### src/rtl/bfa_pkg.sv
// Shared types and constants of the bitmap fixed-size block allocator.
// No dependencies; every other file of the block imports this package.
`default_nettype none

package bfa_pkg;

   // Operation codes carried on the request tuser field.
   localparam logic [1:0] OP_ALLOC = 2'd0;
   localparam logic [1:0] OP_FREE  = 2'd1;
   localparam logic [1:0] OP_QUERY = 2'd2;

   // Result status codes.
   localparam logic [2:0] ST_OK         = 3'd0;
   localparam logic [2:0] ST_NO_MEMORY  = 3'd1;
   localparam logic [2:0] ST_BAD_ADDR   = 3'd2;
   localparam logic [2:0] ST_NOT_ALLOC  = 3'd3;
   localparam logic [2:0] ST_SIZE_LARGE = 3'd4;

   // Register indexes of the configuration port (byte address = 4 * index).
   localparam logic [1:0] REG_BASE_ADDRESS = 2'd0;
   localparam logic [1:0] REG_BLOCK_SIZE   = 2'd1;
   localparam logic [1:0] REG_BLOCK_COUNT  = 2'd2;

   // The occupancy map is stored as words of this many bits.
   localparam int MAP_WORD      = 32;
   localparam int MAP_WORD_BITS = 5;

   typedef struct packed {
      logic [31:0] base_address;
      logic [15:0] block_size;
      logic [8:0]  block_count;
   } cfg_type;

   // Commands from the controller to the datapath.
   typedef struct packed {
      logic       clear_step;
      logic       load_item;
      logic       scan_init;
      logic       scan_next;
      logic       map_read;
      logic       read_sel;     // 0: scan pointer, 1: word of the block index
      logic       scan_take;
      logic       mul_sel;      // 0: count times size, 1: index times size
      logic       add_go;
      logic       div_init;
      logic       div_step;
      logic       free_bit;
      logic       set_status;
      logic [2:0] status_code;
      logic       set_live;
      logic       out_load;
   } ctrl_cmd_type;

   // Status from the datapath to the controller.
   typedef struct packed {
      logic       clear_last;
      logic [1:0] opcode;
      logic       oversize;
      logic       count_zero;
      logic       found;
      logic       scan_last;
      logic       out_of_range;
      logic       div_last;
      logic       rem_nonzero;
      logic       idx_bit;
      logic       rsp_free;
   } ctrl_status_type;

endpackage

`default_nettype wire

### src/rtl/bfa_csr.sv
// Configuration registers of the block allocator behind an APB-style port.
// Depends on bfa_pkg for the register indexes and the configuration struct.
`default_nettype none

module bfa_csr (
   input  wire logic            clock,
   input  wire logic            reset,
   input  wire logic            csr_psel,
   input  wire logic            csr_penable,
   input  wire logic            csr_pwrite,
   input  wire logic [3:0]      csr_paddr,
   input  wire logic [31:0]     csr_pwdata,
   output logic      [31:0]     csr_prdata,
   output logic                 csr_pready,
   output bfa_pkg::cfg_type     cfg
);
   import bfa_pkg::*;

   logic [31:0] base_ff, base_in;
   logic [15:0] bsize_ff, bsize_in;
   logic [8:0]  bcount_ff, bcount_in;
   logic        wr_en;

   assign csr_pready = 1'b1;
   assign wr_en      = csr_psel && csr_penable && csr_pwrite;

   always_comb begin
      base_in   = base_ff;
      bsize_in  = bsize_ff;
      bcount_in = bcount_ff;
      if (wr_en) begin
         case (csr_paddr[3:2])
            REG_BASE_ADDRESS: base_in   = csr_pwdata;
            REG_BLOCK_SIZE:   bsize_in  = csr_pwdata[15:0];
            REG_BLOCK_COUNT:  bcount_in = csr_pwdata[8:0];
            default: ;
         endcase
      end
   end

   always_ff @(posedge clock) begin
      if (reset) begin
         base_ff   <= 32'd0;
         bsize_ff  <= 16'd64;
         bcount_ff <= 9'd256;
      end else begin
         base_ff   <= base_in;
         bsize_ff  <= bsize_in;
         bcount_ff <= bcount_in;
      end
   end

   always_comb begin
      case (csr_paddr[3:2])
         REG_BASE_ADDRESS: csr_prdata = base_ff;
         REG_BLOCK_SIZE:   csr_prdata = {16'd0, bsize_ff};
         REG_BLOCK_COUNT:  csr_prdata = {23'd0, bcount_ff};
         default:          csr_prdata = 32'd0;
      endcase
   end

   assign cfg.base_address = base_ff;
   assign cfg.block_size   = bsize_ff;
   assign cfg.block_count  = bcount_ff;

endmodule

`default_nettype wire

### src/rtl/bfa_ctrl.sv
// Controller state machine of the block allocator: sequences clear, scan,
// multiply, divide and map accesses. Depends on bfa_pkg for the command types.
`default_nettype none

module bfa_ctrl (
   input  wire logic                     clock,
   input  wire logic                     reset,
   input  wire logic                     req_tvalid,
   output logic                          req_tready,
   input  wire bfa_pkg::ctrl_status_type st,
   output bfa_pkg::ctrl_cmd_type         cmd
);
   import bfa_pkg::*;

   localparam logic [3:0] S_CLEAR     = 4'd0;
   localparam logic [3:0] S_IDLE      = 4'd1;
   localparam logic [3:0] S_DECODE    = 4'd2;
   localparam logic [3:0] S_SCAN_RD   = 4'd3;
   localparam logic [3:0] S_SCAN_CHK  = 4'd4;
   localparam logic [3:0] S_ALLOC_MUL = 4'd5;
   localparam logic [3:0] S_ALLOC_ADD = 4'd6;
   localparam logic [3:0] S_LIMIT     = 4'd7;
   localparam logic [3:0] S_DIV       = 4'd8;
   localparam logic [3:0] S_DIV_CHK   = 4'd9;
   localparam logic [3:0] S_BIT       = 4'd10;
   localparam logic [3:0] S_FINISH    = 4'd11;

   logic [3:0] state_ff, state_in;

   assign req_tready = (state_ff == S_IDLE);

   always_comb begin
      state_in = state_ff;
      cmd      = '0;
      case (state_ff)
         S_CLEAR: begin
            cmd.clear_step = 1'b1;
            if (st.clear_last) state_in = S_IDLE;
         end
         S_IDLE: begin
            if (req_tvalid) begin
               cmd.load_item = 1'b1;
               state_in      = S_DECODE;
            end
         end
         S_DECODE: begin
            case (st.opcode)
               OP_ALLOC: begin
                  if (st.oversize) begin
                     cmd.set_status  = 1'b1;
                     cmd.status_code = ST_SIZE_LARGE;
                     state_in        = S_FINISH;
                  end else if (st.count_zero) begin
                     cmd.set_status  = 1'b1;
                     cmd.status_code = ST_NO_MEMORY;
                     state_in        = S_FINISH;
                  end else begin
                     cmd.scan_init = 1'b1;
                     state_in      = S_SCAN_RD;
                  end
               end
               OP_FREE, OP_QUERY: begin
                  if (st.count_zero) begin
                     cmd.set_status  = (st.opcode == OP_FREE);
                     cmd.status_code = ST_BAD_ADDR;
                     state_in        = S_FINISH;
                  end else begin
                     cmd.mul_sel = 1'b0;
                     state_in    = S_LIMIT;
                  end
               end
               default: state_in = S_FINISH;
            endcase
         end
         S_SCAN_RD: begin
            cmd.map_read = 1'b1;
            cmd.read_sel = 1'b0;
            state_in     = S_SCAN_CHK;
         end
         S_SCAN_CHK: begin
            if (st.found) begin
               cmd.scan_take = 1'b1;
               state_in      = S_ALLOC_MUL;
            end else if (st.scan_last) begin
               cmd.set_status  = 1'b1;
               cmd.status_code = ST_NO_MEMORY;
               state_in        = S_FINISH;
            end else begin
               cmd.scan_next = 1'b1;
               state_in      = S_SCAN_RD;
            end
         end
         S_ALLOC_MUL: begin
            cmd.mul_sel = 1'b1;
            state_in    = S_ALLOC_ADD;
         end
         S_ALLOC_ADD: begin
            cmd.add_go = 1'b1;
            state_in   = S_FINISH;
         end
         S_LIMIT: begin
            if (st.out_of_range) begin
               cmd.set_status  = (st.opcode == OP_FREE);
               cmd.status_code = ST_BAD_ADDR;
               state_in        = S_FINISH;
            end else begin
               cmd.div_init = 1'b1;
               state_in     = S_DIV;
            end
         end
         S_DIV: begin
            cmd.div_step = 1'b1;
            if (st.div_last) state_in = S_DIV_CHK;
         end
         S_DIV_CHK: begin
            if (st.rem_nonzero) begin
               cmd.set_status  = (st.opcode == OP_FREE);
               cmd.status_code = ST_BAD_ADDR;
               state_in        = S_FINISH;
            end else begin
               cmd.map_read = 1'b1;
               cmd.read_sel = 1'b1;
               state_in     = S_BIT;
            end
         end
         S_BIT: begin
            if (st.opcode == OP_FREE) begin
               if (st.idx_bit) begin
                  cmd.free_bit = 1'b1;
               end else begin
                  cmd.set_status  = 1'b1;
                  cmd.status_code = ST_NOT_ALLOC;
               end
            end else begin
               cmd.set_live = 1'b1;
            end
            state_in = S_FINISH;
         end
         S_FINISH: begin
            if (st.rsp_free) begin
               cmd.out_load = 1'b1;
               state_in     = S_IDLE;
            end
         end
         default: state_in = S_IDLE;
      endcase
   end

   always_ff @(posedge clock) begin
      if (reset) state_ff <= S_CLEAR;
      else       state_ff <= state_in;
   end

endmodule

`default_nettype wire

### src/rtl/bfa_datapath.sv
// Datapath of the block allocator: occupancy map memory, word scan, multiplier,
// restoring divider and the result register. Depends on bfa_pkg.
`default_nettype none

module bfa_datapath #(
   parameter int MAX_BLOCKS = 256,
   parameter int ADDR_BITS  = 32
) (
   input  wire logic                  clock,
   input  wire logic                  reset,
   input  wire bfa_pkg::cfg_type      cfg,
   input  wire bfa_pkg::ctrl_cmd_type cmd,
   output bfa_pkg::ctrl_status_type   st,
   input  wire logic [1:0]            req_opcode,
   input  wire logic [31:0]           req_address,
   input  wire logic [15:0]           req_request_size,
   output logic                       rsp_valid,
   input  wire logic                  rsp_ready,
   output logic [2:0]                 rsp_status,
   output logic [31:0]                rsp_block_address,
   output logic                       rsp_is_live
);
   import bfa_pkg::*;

   localparam int NW  = (MAX_BLOCKS + MAP_WORD - 1) / MAP_WORD;
   localparam int WIW = (NW > 1) ? $clog2(NW) : 1;
   localparam int CW  = $clog2(MAX_BLOCKS + 1);
   localparam int QW  = (MAX_BLOCKS > 1) ? $clog2(MAX_BLOCKS) : 1;
   localparam int GW  = (CW > WIW + MAP_WORD_BITS) ? CW : WIW + MAP_WORD_BITS;
   localparam int PW  = CW + 16;
   localparam int LW  = (ADDR_BITS > PW) ? ADDR_BITS : PW;
   localparam int RW  = QW + 17;
   localparam int KW  = (QW > 1) ? $clog2(QW) : 1;
   localparam int EW  = (CW > 9) ? CW : 9;

   logic [MAP_WORD-1:0] map_mem [NW];
   logic [MAP_WORD-1:0] map_rdata_ff;

   logic [WIW-1:0]  clr_ptr_ff, clr_ptr_in;
   logic [WIW-1:0]  scan_ptr_ff, scan_ptr_in;
   logic [1:0]      opcode_ff, opcode_in;
   logic [31:0]     address_ff, address_in;
   logic [15:0]     request_ff, request_in;
   logic [QW-1:0]   idx_ff, idx_in;
   logic [RW-1:0]   rem_ff, rem_in;
   logic [KW-1:0]   div_k_ff, div_k_in;
   logic [PW-1:0]   product_ff, product_in;
   logic [2:0]      status_ff, status_in;
   logic [31:0]     baddr_ff, baddr_in;
   logic            live_ff, live_in;
   logic            rsp_valid_ff, rsp_valid_in;
   logic [2:0]      rsp_status_ff, rsp_status_in;
   logic [31:0]     rsp_baddr_ff, rsp_baddr_in;
   logic            rsp_live_ff, rsp_live_in;

   logic [CW-1:0]        count_eff;
   logic [CW-1:0]        mul_a;
   logic [GW-1:0]        count_m1;
   logic [GW-1:0]        gidx;
   logic [WIW-1:0]       idx_word;
   logic [MAP_WORD_BITS-1:0] idx_pos;
   logic [MAP_WORD-1:0]  free_vec;
   logic [MAP_WORD_BITS-1:0] found_pos;
   logic [ADDR_BITS-1:0] offset;
   logic [RW-1:0]        bs_shift;
   logic                 div_ge;
   logic                 map_we;
   logic [WIW-1:0]       map_waddr;
   logic [MAP_WORD-1:0]  map_wdata;
   logic [WIW-1:0]       map_raddr;

   // Blocks in the pool: none when the block size is zero.
   always_comb begin
      if (cfg.block_size == 16'd0)
         count_eff = '0;
      else if (EW'(cfg.block_count) < EW'(MAX_BLOCKS))
         count_eff = CW'(cfg.block_count);
      else
         count_eff = CW'(MAX_BLOCKS);
   end

   assign count_m1 = GW'(count_eff) - GW'(1);
   assign gidx     = GW'(idx_ff);
   assign idx_word = gidx[WIW+MAP_WORD_BITS-1:MAP_WORD_BITS];
   assign idx_pos  = gidx[MAP_WORD_BITS-1:0];
   assign offset   = ADDR_BITS'(address_ff) - ADDR_BITS'(cfg.base_address);
   assign bs_shift = RW'(cfg.block_size) << div_k_ff;
   assign div_ge   = (rem_ff >= bs_shift);
   assign mul_a    = cmd.mul_sel ? CW'(idx_ff) : count_eff;

   // Free blocks of the current scan word that lie inside the pool.
   always_comb begin
      logic [GW-1:0] gi;
      free_vec  = '0;
      found_pos = '0;
      for (int b = 0; b < MAP_WORD; b++) begin
         gi          = GW'({scan_ptr_ff, MAP_WORD_BITS'(b)});
         free_vec[b] = (gi < GW'(count_eff)) && !map_rdata_ff[b];
      end
      for (int b = MAP_WORD - 1; b >= 0; b--) begin
         if (free_vec[b]) found_pos = MAP_WORD_BITS'(b);
      end
   end

   always_comb begin
      map_we    = 1'b0;
      map_waddr = scan_ptr_ff;
      map_wdata = map_rdata_ff;
      if (cmd.clear_step) begin
         map_we    = 1'b1;
         map_waddr = clr_ptr_ff;
         map_wdata = '0;
      end else if (cmd.scan_take) begin
         map_we    = 1'b1;
         map_waddr = scan_ptr_ff;
         map_wdata = map_rdata_ff | (MAP_WORD'(1) << found_pos);
      end else if (cmd.free_bit) begin
         map_we    = 1'b1;
         map_waddr = idx_word;
         map_wdata = map_rdata_ff & ~(MAP_WORD'(1) << idx_pos);
      end
   end

   assign map_raddr = cmd.read_sel ? idx_word : scan_ptr_ff;

   always_ff @(posedge clock) begin
      if (map_we) map_mem[map_waddr] <= map_wdata;
      if (cmd.map_read) map_rdata_ff <= map_mem[map_raddr];
   end

   always_comb begin
      clr_ptr_in    = clr_ptr_ff;
      scan_ptr_in   = scan_ptr_ff;
      opcode_in     = opcode_ff;
      address_in    = address_ff;
      request_in    = request_ff;
      idx_in        = idx_ff;
      rem_in        = rem_ff;
      div_k_in      = div_k_ff;
      product_in    = PW'(mul_a) * PW'(cfg.block_size);
      status_in     = status_ff;
      baddr_in      = baddr_ff;
      live_in       = live_ff;
      rsp_valid_in  = rsp_valid_ff && !rsp_ready;
      rsp_status_in = rsp_status_ff;
      rsp_baddr_in  = rsp_baddr_ff;
      rsp_live_in   = rsp_live_ff;

      if (cmd.clear_step) clr_ptr_in = clr_ptr_ff + WIW'(1);
      if (cmd.load_item) begin
         opcode_in  = req_opcode;
         address_in = req_address;
         request_in = req_request_size;
         status_in  = ST_OK;
         baddr_in   = 32'd0;
         live_in    = 1'b0;
      end
      if (cmd.scan_init) scan_ptr_in = '0;
      if (cmd.scan_next) scan_ptr_in = scan_ptr_ff + WIW'(1);
      if (cmd.scan_take) idx_in = QW'(GW'({scan_ptr_ff, found_pos}));
      if (cmd.div_init) begin
         rem_in   = RW'(offset);
         idx_in   = '0;
         div_k_in = KW'(QW - 1);
      end
      if (cmd.div_step) begin
         div_k_in = div_k_ff - KW'(1);
         if (div_ge) begin
            rem_in = rem_ff - bs_shift;
            idx_in = idx_ff | (QW'(1) << div_k_ff);
         end
      end
      if (cmd.add_go)
         baddr_in = 32'(ADDR_BITS'(cfg.base_address) + ADDR_BITS'(product_ff));
      if (cmd.set_status) status_in = cmd.status_code;
      if (cmd.set_live) live_in = map_rdata_ff[idx_pos];
      if (cmd.out_load) begin
         rsp_valid_in  = 1'b1;
         rsp_status_in = status_ff;
         rsp_baddr_in  = baddr_ff;
         rsp_live_in   = live_ff;
      end
   end

   always_ff @(posedge clock) begin
      if (reset) begin
         clr_ptr_ff   <= '0;
         rsp_valid_ff <= 1'b0;
      end else begin
         clr_ptr_ff   <= clr_ptr_in;
         rsp_valid_ff <= rsp_valid_in;
      end
      scan_ptr_ff   <= scan_ptr_in;
      opcode_ff     <= opcode_in;
      address_ff    <= address_in;
      request_ff    <= request_in;
      idx_ff        <= idx_in;
      rem_ff        <= rem_in;
      div_k_ff      <= div_k_in;
      product_ff    <= product_in;
      status_ff     <= status_in;
      baddr_ff      <= baddr_in;
      live_ff       <= live_in;
      rsp_status_ff <= rsp_status_in;
      rsp_baddr_ff  <= rsp_baddr_in;
      rsp_live_ff   <= rsp_live_in;
   end

   assign st.clear_last   = (clr_ptr_ff == WIW'(NW - 1));
   assign st.opcode       = opcode_ff;
   assign st.oversize     = (request_ff > cfg.block_size);
   assign st.count_zero   = (count_eff == '0);
   assign st.found        = |free_vec;
   assign st.scan_last    = (scan_ptr_ff == count_m1[WIW+MAP_WORD_BITS-1:MAP_WORD_BITS]);
   assign st.out_of_range = (LW'(offset) >= LW'(product_ff));
   assign st.div_last     = (div_k_ff == '0);
   assign st.rem_nonzero  = |rem_ff;
   assign st.idx_bit      = map_rdata_ff[idx_pos];
   assign st.rsp_free     = !rsp_valid_ff || rsp_ready;

   assign rsp_valid         = rsp_valid_ff;
   assign rsp_status        = rsp_status_ff;
   assign rsp_block_address = rsp_baddr_ff;
   assign rsp_is_live       = rsp_live_ff;

endmodule

`default_nettype wire

### src/rtl/bitmap_fixed_block_allocator.sv
// Top level of the bitmap fixed-size block allocator.
// Instantiates bfa_csr, bfa_ctrl and bfa_datapath; depends on bfa_pkg.
//
// Usage: each request transaction on the req_ stream carries an operation in
// req_tuser (allocate, free, query) and an address and request size in
// req_tdata. Every request produces exactly one response transaction on the
// rsp_ stream with a status, the allocated block address and the query flag.
// Base address, block size and block count are set through the csr_ APB port,
// by the user only while the block is idle (not enforced); pready is always high.
// Allocate does one map memory read and one check per 32-bit map word scanned,
// up to 8 words at 256 blocks. Free and query run the one-bit-per-cycle
// restoring divider that turns the address offset into a block index.
// Requests settled at decode (oversized, empty pool, unused opcode) and a free
// or query past the end of the pool need neither scan nor divider. One request
// is worked on at a time; the next is accepted once the current result sits in
// the output register.
// Reset: the occupancy map is cleared by a pass over its words, one word per
// cycle; no request is accepted until that pass is done. Configuration returns
// to its reset values.
// Stall: when rsp_tready is low the result is held in the output register and
// the next request may already be taken and worked on; it then waits at its
// end until the output register is free.
`default_nettype none

module bitmap_fixed_block_allocator #(
   parameter int MAX_BLOCKS = 256,
   parameter int ADDR_BITS  = 32
) (
   input  wire logic        clock,
   input  wire logic        reset,
   // Request stream.
   input  wire logic        req_tvalid,
   output logic             req_tready,
   input  wire logic [47:0] req_tdata,   // address [31:0], request_size [47:32]
   input  wire logic [1:0]  req_tuser,   // opcode [1:0]
   // Response stream.
   output logic             rsp_tvalid,
   input  wire logic        rsp_tready,
   output logic [39:0]      rsp_tdata,   // status [2:0], block_address [34:3],
                                         // is_live [35], zero [39:36]
   // Configuration port.
   input  wire logic        csr_psel,
   input  wire logic        csr_penable,
   input  wire logic        csr_pwrite,
   input  wire logic [3:0]  csr_paddr,
   input  wire logic [31:0] csr_pwdata,
   output logic      [31:0] csr_prdata,
   output logic             csr_pready
);
   import bfa_pkg::*;

   cfg_type         cfg;
   ctrl_cmd_type    cmd;
   ctrl_status_type st;
   logic [2:0]      rsp_status;
   logic [31:0]     rsp_block_address;
   logic            rsp_is_live;

   bfa_csr u_csr (
      .clock       (clock),
      .reset       (reset),
      .csr_psel    (csr_psel),
      .csr_penable (csr_penable),
      .csr_pwrite  (csr_pwrite),
      .csr_paddr   (csr_paddr),
      .csr_pwdata  (csr_pwdata),
      .csr_prdata  (csr_prdata),
      .csr_pready  (csr_pready),
      .cfg         (cfg)
   );

   bfa_ctrl u_ctrl (
      .clock      (clock),
      .reset      (reset),
      .req_tvalid (req_tvalid),
      .req_tready (req_tready),
      .st         (st),
      .cmd        (cmd)
   );

   // The datapath captures the request fields when the controller issues
   // load_item, which happens exactly on an accepted request transaction.
   bfa_datapath #(
      .MAX_BLOCKS (MAX_BLOCKS),
      .ADDR_BITS  (ADDR_BITS)
   ) u_datapath (
      .clock             (clock),
      .reset             (reset),
      .cfg               (cfg),
      .cmd               (cmd),
      .st                (st),
      .req_opcode        (req_tuser),
      .req_address       (req_tdata[31:0]),
      .req_request_size  (req_tdata[47:32]),
      .rsp_valid         (rsp_tvalid),
      .rsp_ready         (rsp_tready),
      .rsp_status        (rsp_status),
      .rsp_block_address (rsp_block_address),
      .rsp_is_live       (rsp_is_live)
   );

   assign rsp_tdata = {4'd0, rsp_is_live, rsp_block_address, rsp_status};

endmodule

`default_nettype wire
### config.mk
export PLATFORM = sky130hd
export DESIGN_NAME = bitmap_fixed_block_allocator
export DESIGN_NICKNAME = d
export VERILOG_FILES = /design/src/rtl/bfa_pkg.sv /design/src/rtl/bfa_csr.sv /design/src/rtl/bfa_ctrl.sv /design/src/rtl/bfa_datapath.sv /design/src/rtl/bitmap_fixed_block_allocator.sv
export SDC_FILE = /design/constraint.sdc
export NUM_CORES = 1
export LEC_CHECK = 0
export BUFFER_PORTS_ARGS = -buffer_cell sky130_fd_sc_hd__buf_2
export CORE_MARGIN = 2
export CORE_UTILIZATION = 30
export CTS_BUF_LIST = sky130_fd_sc_hd__clkbuf_2 sky130_fd_sc_hd__clkbuf_4 sky130_fd_sc_hd__clkbuf_8
export DETAILED_ROUTE_END_ITERATION = 8
export PLACE_DENSITY = 0.44
export SYNTH_ARGS = -nofsm -noshare
export SYNTH_HDL_FRONTEND = slang
export SYNTH_SLANG_ARGS = --single-unit
### constraint.sdc
create_clock -name clock -period 9.4 [get_ports clock]
set_clock_uncertainty 0.1 [all_clocks]
set_input_delay 0.94 -clock clock [delete_from_list [all_inputs] [get_ports clock]]
set_output_delay 0.94 -clock clock [all_outputs]
set_load 0.1 [all_outputs]
# ---- Yosys cells after proc, flatten, opt, wreduce, memory -nomap -nowiden
# Memories as Yosys holds them, arrays and structs flattened. A register that Yosys moved wholly into a read port is not among the register bits.
# Index checks and enable logic that the tools add are counted.
dict set report word_totals {
  n_memories 1
  mem_bits_rw 256
  output_inout_bits 75
  input_bits 93
  reg_bits 251
  wordCells 301
}
# name words width read_ports rd_clocked_by_memory_dff wr line
set memory_table {}
lappend memory_table {u_datapath.map_mem 8 32 1 1 1 bfa_datapath.sv:36} ;# logic [MAP_WORD-1:0] map_mem [NW];
dict set report classes {
  n_reduce_logical 89
  n_lt_le_gt_ge 37
  add_sub_neg 7
  eq_ne 21
  n_bitwise 4
  n_mul 1
  n_shift 4
  n_mux 117
}
# op n
set ops {}
lappend ops {{8-bit by 9-bit < comparator with 1-bit output} 32}
lappend ops {{5-bit 2-to-1 mux} 33}
lappend ops {{32-bit 2-to-1 mux} 5}
lappend ops {{32-bit one-hot mux with 3 select lines} 1}
lappend ops {{25-bit 2-to-1 mux} 3}
lappend ops {{4-bit 2-to-1 mux} 17}
lappend ops {{1-bit by 5-bit << shifter with 32-bit output, first input constant} 2}
lappend ops {{4-bit one-hot mux with 11 select lines} 1}
lappend ops {{1-bit logical AND} 35}
lappend ops {{1-bit zero test} 34}
lappend ops {{1-bit 2-to-1 mux} 33}
lappend ops {{32-bit by 25-bit adder with 32-bit output} 1}
lappend ops {{32-bit AND} 1}
lappend ops {{32-bit by 25-bit greater-or-equal comparator with 1-bit output} 1}
lappend ops {{8-bit 2-to-1 mux} 4}
lappend ops {{32-bit inverter} 1}
lappend ops {{32-bit bitwise OR} 1}
lappend ops {{32-bit OR reduction} 1}
lappend ops {{32-bit subtractor} 1}
lappend ops {{3-bit 2-to-1 mux} 10}
lappend ops {{9-bit 2-to-1 mux} 3}
lappend ops {{25-bit greater-or-equal comparator} 1}
lappend ops {{9-bit by 16-bit multiplier with 25-bit output} 1}
lappend ops {{25-bit OR reduction} 1}
lappend ops {{other kinds (34)} 57}

# ---- Longest topological paths before layout
dict set report logic_depth {
  ltp_word 41
  depth_mapped 32
  depth_no_buf 28
}

# ---- Cells and area by module
# Synthesis repeated with hierarchy kept, for this count alone.
dict set report hier_totals {
  cells_unflattened 2892
  area_unflattened_um2 33012.9
}
# mod seq_area_each_um2 instances area_per_inst_um2 cells_per_inst
set modules_own_cells {}
lappend modules_own_cells {bfa_datapath 13733.2 1 29457.0 2496}
lappend modules_own_cells {bfa_csr 1141.1 1 2810.2 292}
lappend modules_own_cells {bfa_ctrl 80.1 1 704.4 98}
lappend modules_own_cells {bitmap_fixed_block_allocator 0.0 1 41.3 6}

# ---- Least setup slack after synthesis
# Ideal clock, no wire load.
dict set report synth_timing {
  path_type {reg-to-reg}
  startpoint {reg u_csr.bsize_ff[9]}
  endpoint {reg u_datapath.product_ff[23]}
  slack_ns 2.547
  path_buffers 4
  t_arrival_ns 6.629
  required_ns 9.177
  path_stages_with_launch 29
  synth_period_minus_slack_ns 6.853
  path_cell_list {dfxtp_1 -> nor4_4 -> a41oi_2 -> buf_2 -> buf_6 -> buf_2 -> nand2_1 -> o21ai_1 -> clkbuf_1 -> nand2_1 -> fa_1 -> fa_1 -> inv_1 -> ha_1 -> inv_1 -> fa_1 -> inv_1 -> ha_1 -> a21o_1 -> a21oi_1 -> o21ai_0 -> a2111o_1 -> a31o_2 -> o211ai_1 -> o21ai_0 -> o41ai_1 -> o21ba_2 -> o21bai_1 -> xor2_1}
}
dict set report synth_via {
  elab_chain_cells 4
}
# element line
set synth_lines {}
lappend synth_lines {{start, declared} bfa_csr.sv:20} ;# logic [15:0] bsize_ff, bsize_in;
lappend synth_lines {{start signal, assigned} bfa_csr.sv:48} ;# bsize_ff <= bsize_in;
lappend synth_lines {{16-bit zero test} bfa_datapath.sv:74} ;# if (cfg.block_size == 16'd0)
lappend synth_lines {{9-bit 2-to-1 mux} bfa_datapath.sv:74}
lappend synth_lines {{9-bit 2-to-1 mux} bfa_datapath.sv:89} ;# assign mul_a = cmd.mul_sel ? CW'(idx_ff) : count_eff;
lappend synth_lines {{9-bit by 16-bit multiplier with 25-bit output *} bfa_datapath.sv:140} ;# product_in = PW'(mul_a) * PW'(cfg.block_size);
lappend synth_lines {{named net u_datapath.product_in[23]} bfa_datapath.sv:47} ;# logic [PW-1:0] product_ff, product_in;
lappend synth_lines {{end signal, assigned} bfa_datapath.sv:200} ;# product_ff <= product_in;
lappend synth_lines {{end, declared} bfa_datapath.sv:47}
# Mark *: on every way through the listed nets, which the timed path passes. The rest lies on a longest branch.
# A chain may end at the register's enable or synchronous reset.

# ---- Worst setup path after layout
dict set report layout_timing {
  startpoint {reg u_ctrl.state_ff[3]}
  endpoint {reg u_datapath.product_ff[23]}
}
dict set report layout_via {
  elab_chain_cells 4
}
# element line
set layout_lines {}
lappend layout_lines {{start, declared} bfa_ctrl.sv:28} ;# logic [3:0] state_ff, state_in;
lappend layout_lines {{start signal, assigned} bfa_ctrl.sv:151} ;# else state_ff <= state_in;
lappend layout_lines {{4-bit by 3-bit equality test with 1-bit output} bfa_ctrl.sv:35} ;# case (state_ff)
lappend layout_lines {{1-bit 2-to-1 mux} --}
lappend layout_lines {{9-bit 2-to-1 mux} bfa_datapath.sv:89}
lappend layout_lines {{9-bit by 16-bit multiplier with 25-bit output} bfa_datapath.sv:140}
lappend layout_lines {{named net u_datapath.product_in[23]} bfa_datapath.sv:47}
# The timed path passes the listed nets, and every way through them passes these cells.

==> metrics.md <==
| Metric | Value |
|---|---|
| RSZ-0062 raised after global routing | `false` |
| Syn Inst Count | `2949` |
| Final setup fails | `0` |
| Delay-heaviest family, CP | `compound AO/OA/AOI/OAI gates` |
| Yosys top cell area share | `0.384` |
| Synth Area per Inst | `11.0 um^2` |
| Synth Warn # | `0` |
| Initial drt markers | `approximately 1.5k` |
| WP data required | `9930 ps` |
| # DRC | `0` |
| Most frequent cell after synthesis | `edfxtp_1` |
| Max-Slew Margin vs Limit | `0.186` |
| Area Overhead vs Synth | `14.8%` |
| Leak Pwr | `between 10 and 15 nW` |
| Via count | `around 24k` |
| Top area cells in the synthesized netlist | `edfxtp_1 38%, dfxtp_1 7.6%, ha_1 6.9%` |
| Overall power | `6.24 mW` |
| Worst setup EP type | `register` |
| Critical Path Start Type | `register` |
| Max-Cap Viols | `0` |
| Routability congestion estimate | `between 0.8 and 0.9` |
| Fmax achieved | `roughly 130 MHz` |
| Buf+Inv Stages, Crit Path | `5` |
| Final WS setup | `1810 ps` |
| ANT nets after route | `0` |
| Post-route core utilization | `0.348` |
| Final wirelength | `slightly above 100 mm` |
| Vias/cell | `around 5.2` |
| Final worst path period need | `7590 ps` |
| Hold buffer count at CTS | `0` |
| Largest area contributor in the netlist | `edfxtp_1` |
| Drt pass-1 iters | `6` |
| Final hold viol count | `0` |
| Critical path's slowest cell | `o21ai_1` |
| Nets | `~3.5k` |
| Dpl ws | `1800 ps` |
| Root Buffer | `clkbuf_8` |
| Cts bufs inserted | `99` |
| Die ar. | `between 100000 and 150000 um^2` |
| Fill cell count | `10.8k` |
| P per Cell Area | `167 nW/um^2` |
| Sequential-to-total area share from yosys stat | `0.460` |
| FF-to-FF setup slack | `1810 ps` |
| IO buf count | `160` |
| Synth Flop Type | `edfxtp_1` |
| Starting Density | `0.303` |
| Setup Fix Bufs, Post-CTS | `0` |
| Largest net degree at the start of global routing | `66` |
| Die X-Extent | `around 330 um` |
| Die Ht | `between 300 and 400 um` |
| I/O pins | `168` |
| Most frequent CP cell | `inv_1` |
| Synth Cell Area | `32500 um^2` |
| Status | `finished clean` |
| Total global routing track utilization | `0.181` |
| Post-cts resize count | `0` |
| Measured slew at the worst slew-check pin | `1220 ps` |
| Clk buf depth | `3` |
| Layout cells sized above 1 | `0.176` |
| Grt total ovfl | `0` |
| Final period util | `0.807` |
| Worst vdd ir | `0.109 mV` |
| Site Rows | `120` |
| Slew Viols, Final | `0` |
| H-tree Lvls | `3` |
| Clk slew on worst S/H paths | `roughly 60 ps` |
| Max incr delay on CP | `around 640 ps` |
| Critical path start-end classification | `register to register` |
| Crit path DAT | `approximately 8100 ps` |
| CTS tree | `done` |
| Detailed placer's ending HPWL | `about 74 mm` |
| Distinct cell type count after synthesis | `between 90 and 100` |
| Critical Path Fanout Max | `23` |
| Post-synthesis async set-or-reset flop share | `0` |
| First-pass GRT wire length | `around 150 mm` |
| Core area | `roughly 110000 um^2` |
| Clk sinks | `539` |
| Number of global-route vias before repair | `approximately 25k` |
| Worst min path class | `input pin to register` |
| Setup TNS | `0 ps` |
| #FFs+latches synth | `roughly 540` |
| Initial antenna violation count | `1` |
| Post-synth EDFFs | `416` |
| Most frequent cells after synthesis | `416 x edfxtp_1, 331 x nand2_1, 211 x inv_1, 208 x nor2_1, 189 x a21oi_1` |
| Avg WL per Cell | `~22 um` |
| Clk_lat worst skew | `between 700 and 800 ps` |
-- final timing paths --
kind | startpoint | to | cells past startpoint
setup reg to reg | u_ctrl.state_ff[3] | u_datapath.product_ff[23] | 26
hold / removal | req_tdata[25] | u_datapath.address_ff[25] | 1
setup / recovery | u_ctrl.state_ff[3] | u_datapath.product_ff[23] | 26
hold reg to reg | u_datapath.baddr_ff[21] | u_datapath.rsp_block_address[21] | 0
-- worst register-to-register path: stages, from the launching register on --
cell and delay [ps]:
dfxtp_1 620, inv_1 270, nand2_1 210, nor2_1 90, and2_1 220, buf_4 210
o21ai_1 650, nand2_1 180, fa_1 530, fa_1 530, inv_1 50, ha_1 270
inv_1 50, fa_1 580, inv_1 60, ha_1 280, a21o_1 180, a21oi_1 210
o21ai_0 160, a2111o_1 480, a31o_2 260, o211ai_1 260, o21ai_0 190, o41ai_1 440
o21ba_2 190, o21bai_1 60, xor2_1 140
-- report_power, final --
| group | switching (mW) | total [mW] | internal [mW] |
|---|---|---|---|
| logic | 0.553 | 0.929 | 0.377 |
| clock network | 1.05 | 2.51 | 1.46 |
| registers | 0.125 | 2.80 | 2.67 |
-- metal layers --
layer	track usage	up-vias	wire, um
li1	-	11100	-
met1	0.221	12000	43000
met2	0.325	616	51100
met3	0.0245	160	4180
met4	0.0606	0	2960
met5	0	-	0
-- placed cells by master, fill, tap and decap left out, types with 56 or more instances in the layout --
cell      count
nor3_1       70
buf_2       160
o21ai_0     112
buf_4        56
inv_1       210
a21oi_1     189
nand2_1     331
fa_1        102
ha_1        180
mux4_2       80
dfxtp_1     123
mux2i_1      61
nor2_1      200
edfxtp_1    416
clkbuf_8    106
-- cell families (layout without fill, tap and decap cells) --
logic type | count (synthesis) | after routing | synth area share
buffers and inverters | 352 | 615 | 0.0421
xor gates and xnor gates | 73 | 73 | 0.0197
muxes | 177 | 177 | 0.0866
and+or+nand+nor | 897 | 897 | 0.132
adders and majority gates | 282 | 282 | 0.132
DFF | 539 | 539 | 0.460
other | 2 | 7 | 0.000231
AOI/OAI and AO/OA | 627 | 627 | 0.128
-- registers in the layout, summed over array words and instances, names as in the netlist --
register                      flops
u_ctrl.state_ff                   4
u_csr.bcount_ff                   9
u_datapath.map_mem              256
u_datapath.div_k_ff               3
u_datapath.clr_ptr_ff             3
u_datapath.request_ff            16
u_datapath.rsp_status             3
u_datapath.map_rdata_ff          32
u_datapath.status_ff              3
u_csr.bsize_ff                   16
u_datapath.live_ff                1
u_datapath.address_ff            32
u_datapath.idx_ff                 8
u_datapath.baddr_ff              32
u_datapath.product_ff            25
u_datapath.rsp_valid              1
u_datapath.rsp_block_address     32
u_datapath.rem_ff                25
u_csr.base_ff                    32
u_datapath.scan_ptr_ff            3
u_datapath.opcode_ff              2
u_datapath.rsp_is_live            1
-- per-stage QoR --
step	hold WS [ps]	instances	instance area (um^2)
floorplan	300	2952	32500
detailed placement	305	4432	35100
global placement	304	4432	35100
global route	207	4620	37300
CTS	171	4618	37300
finish	260	4620	37300
-- cell type report --
class,instances,area [um^2],area share
Clock inverter,56,596,0.0160
Tap cell,1403,1760,0.0470
Clock buffer,130,1640,0.0439
Inverter,213,800,0.0214
Sequential cell,539,15000,0.401
Timing Repair Buffer,216,1220,0.0327
Multi-Input combinational cell,2061,16400,0.438
Antenna cell,2,5.00,0.000134
Power figures use the tool's default switching activity.
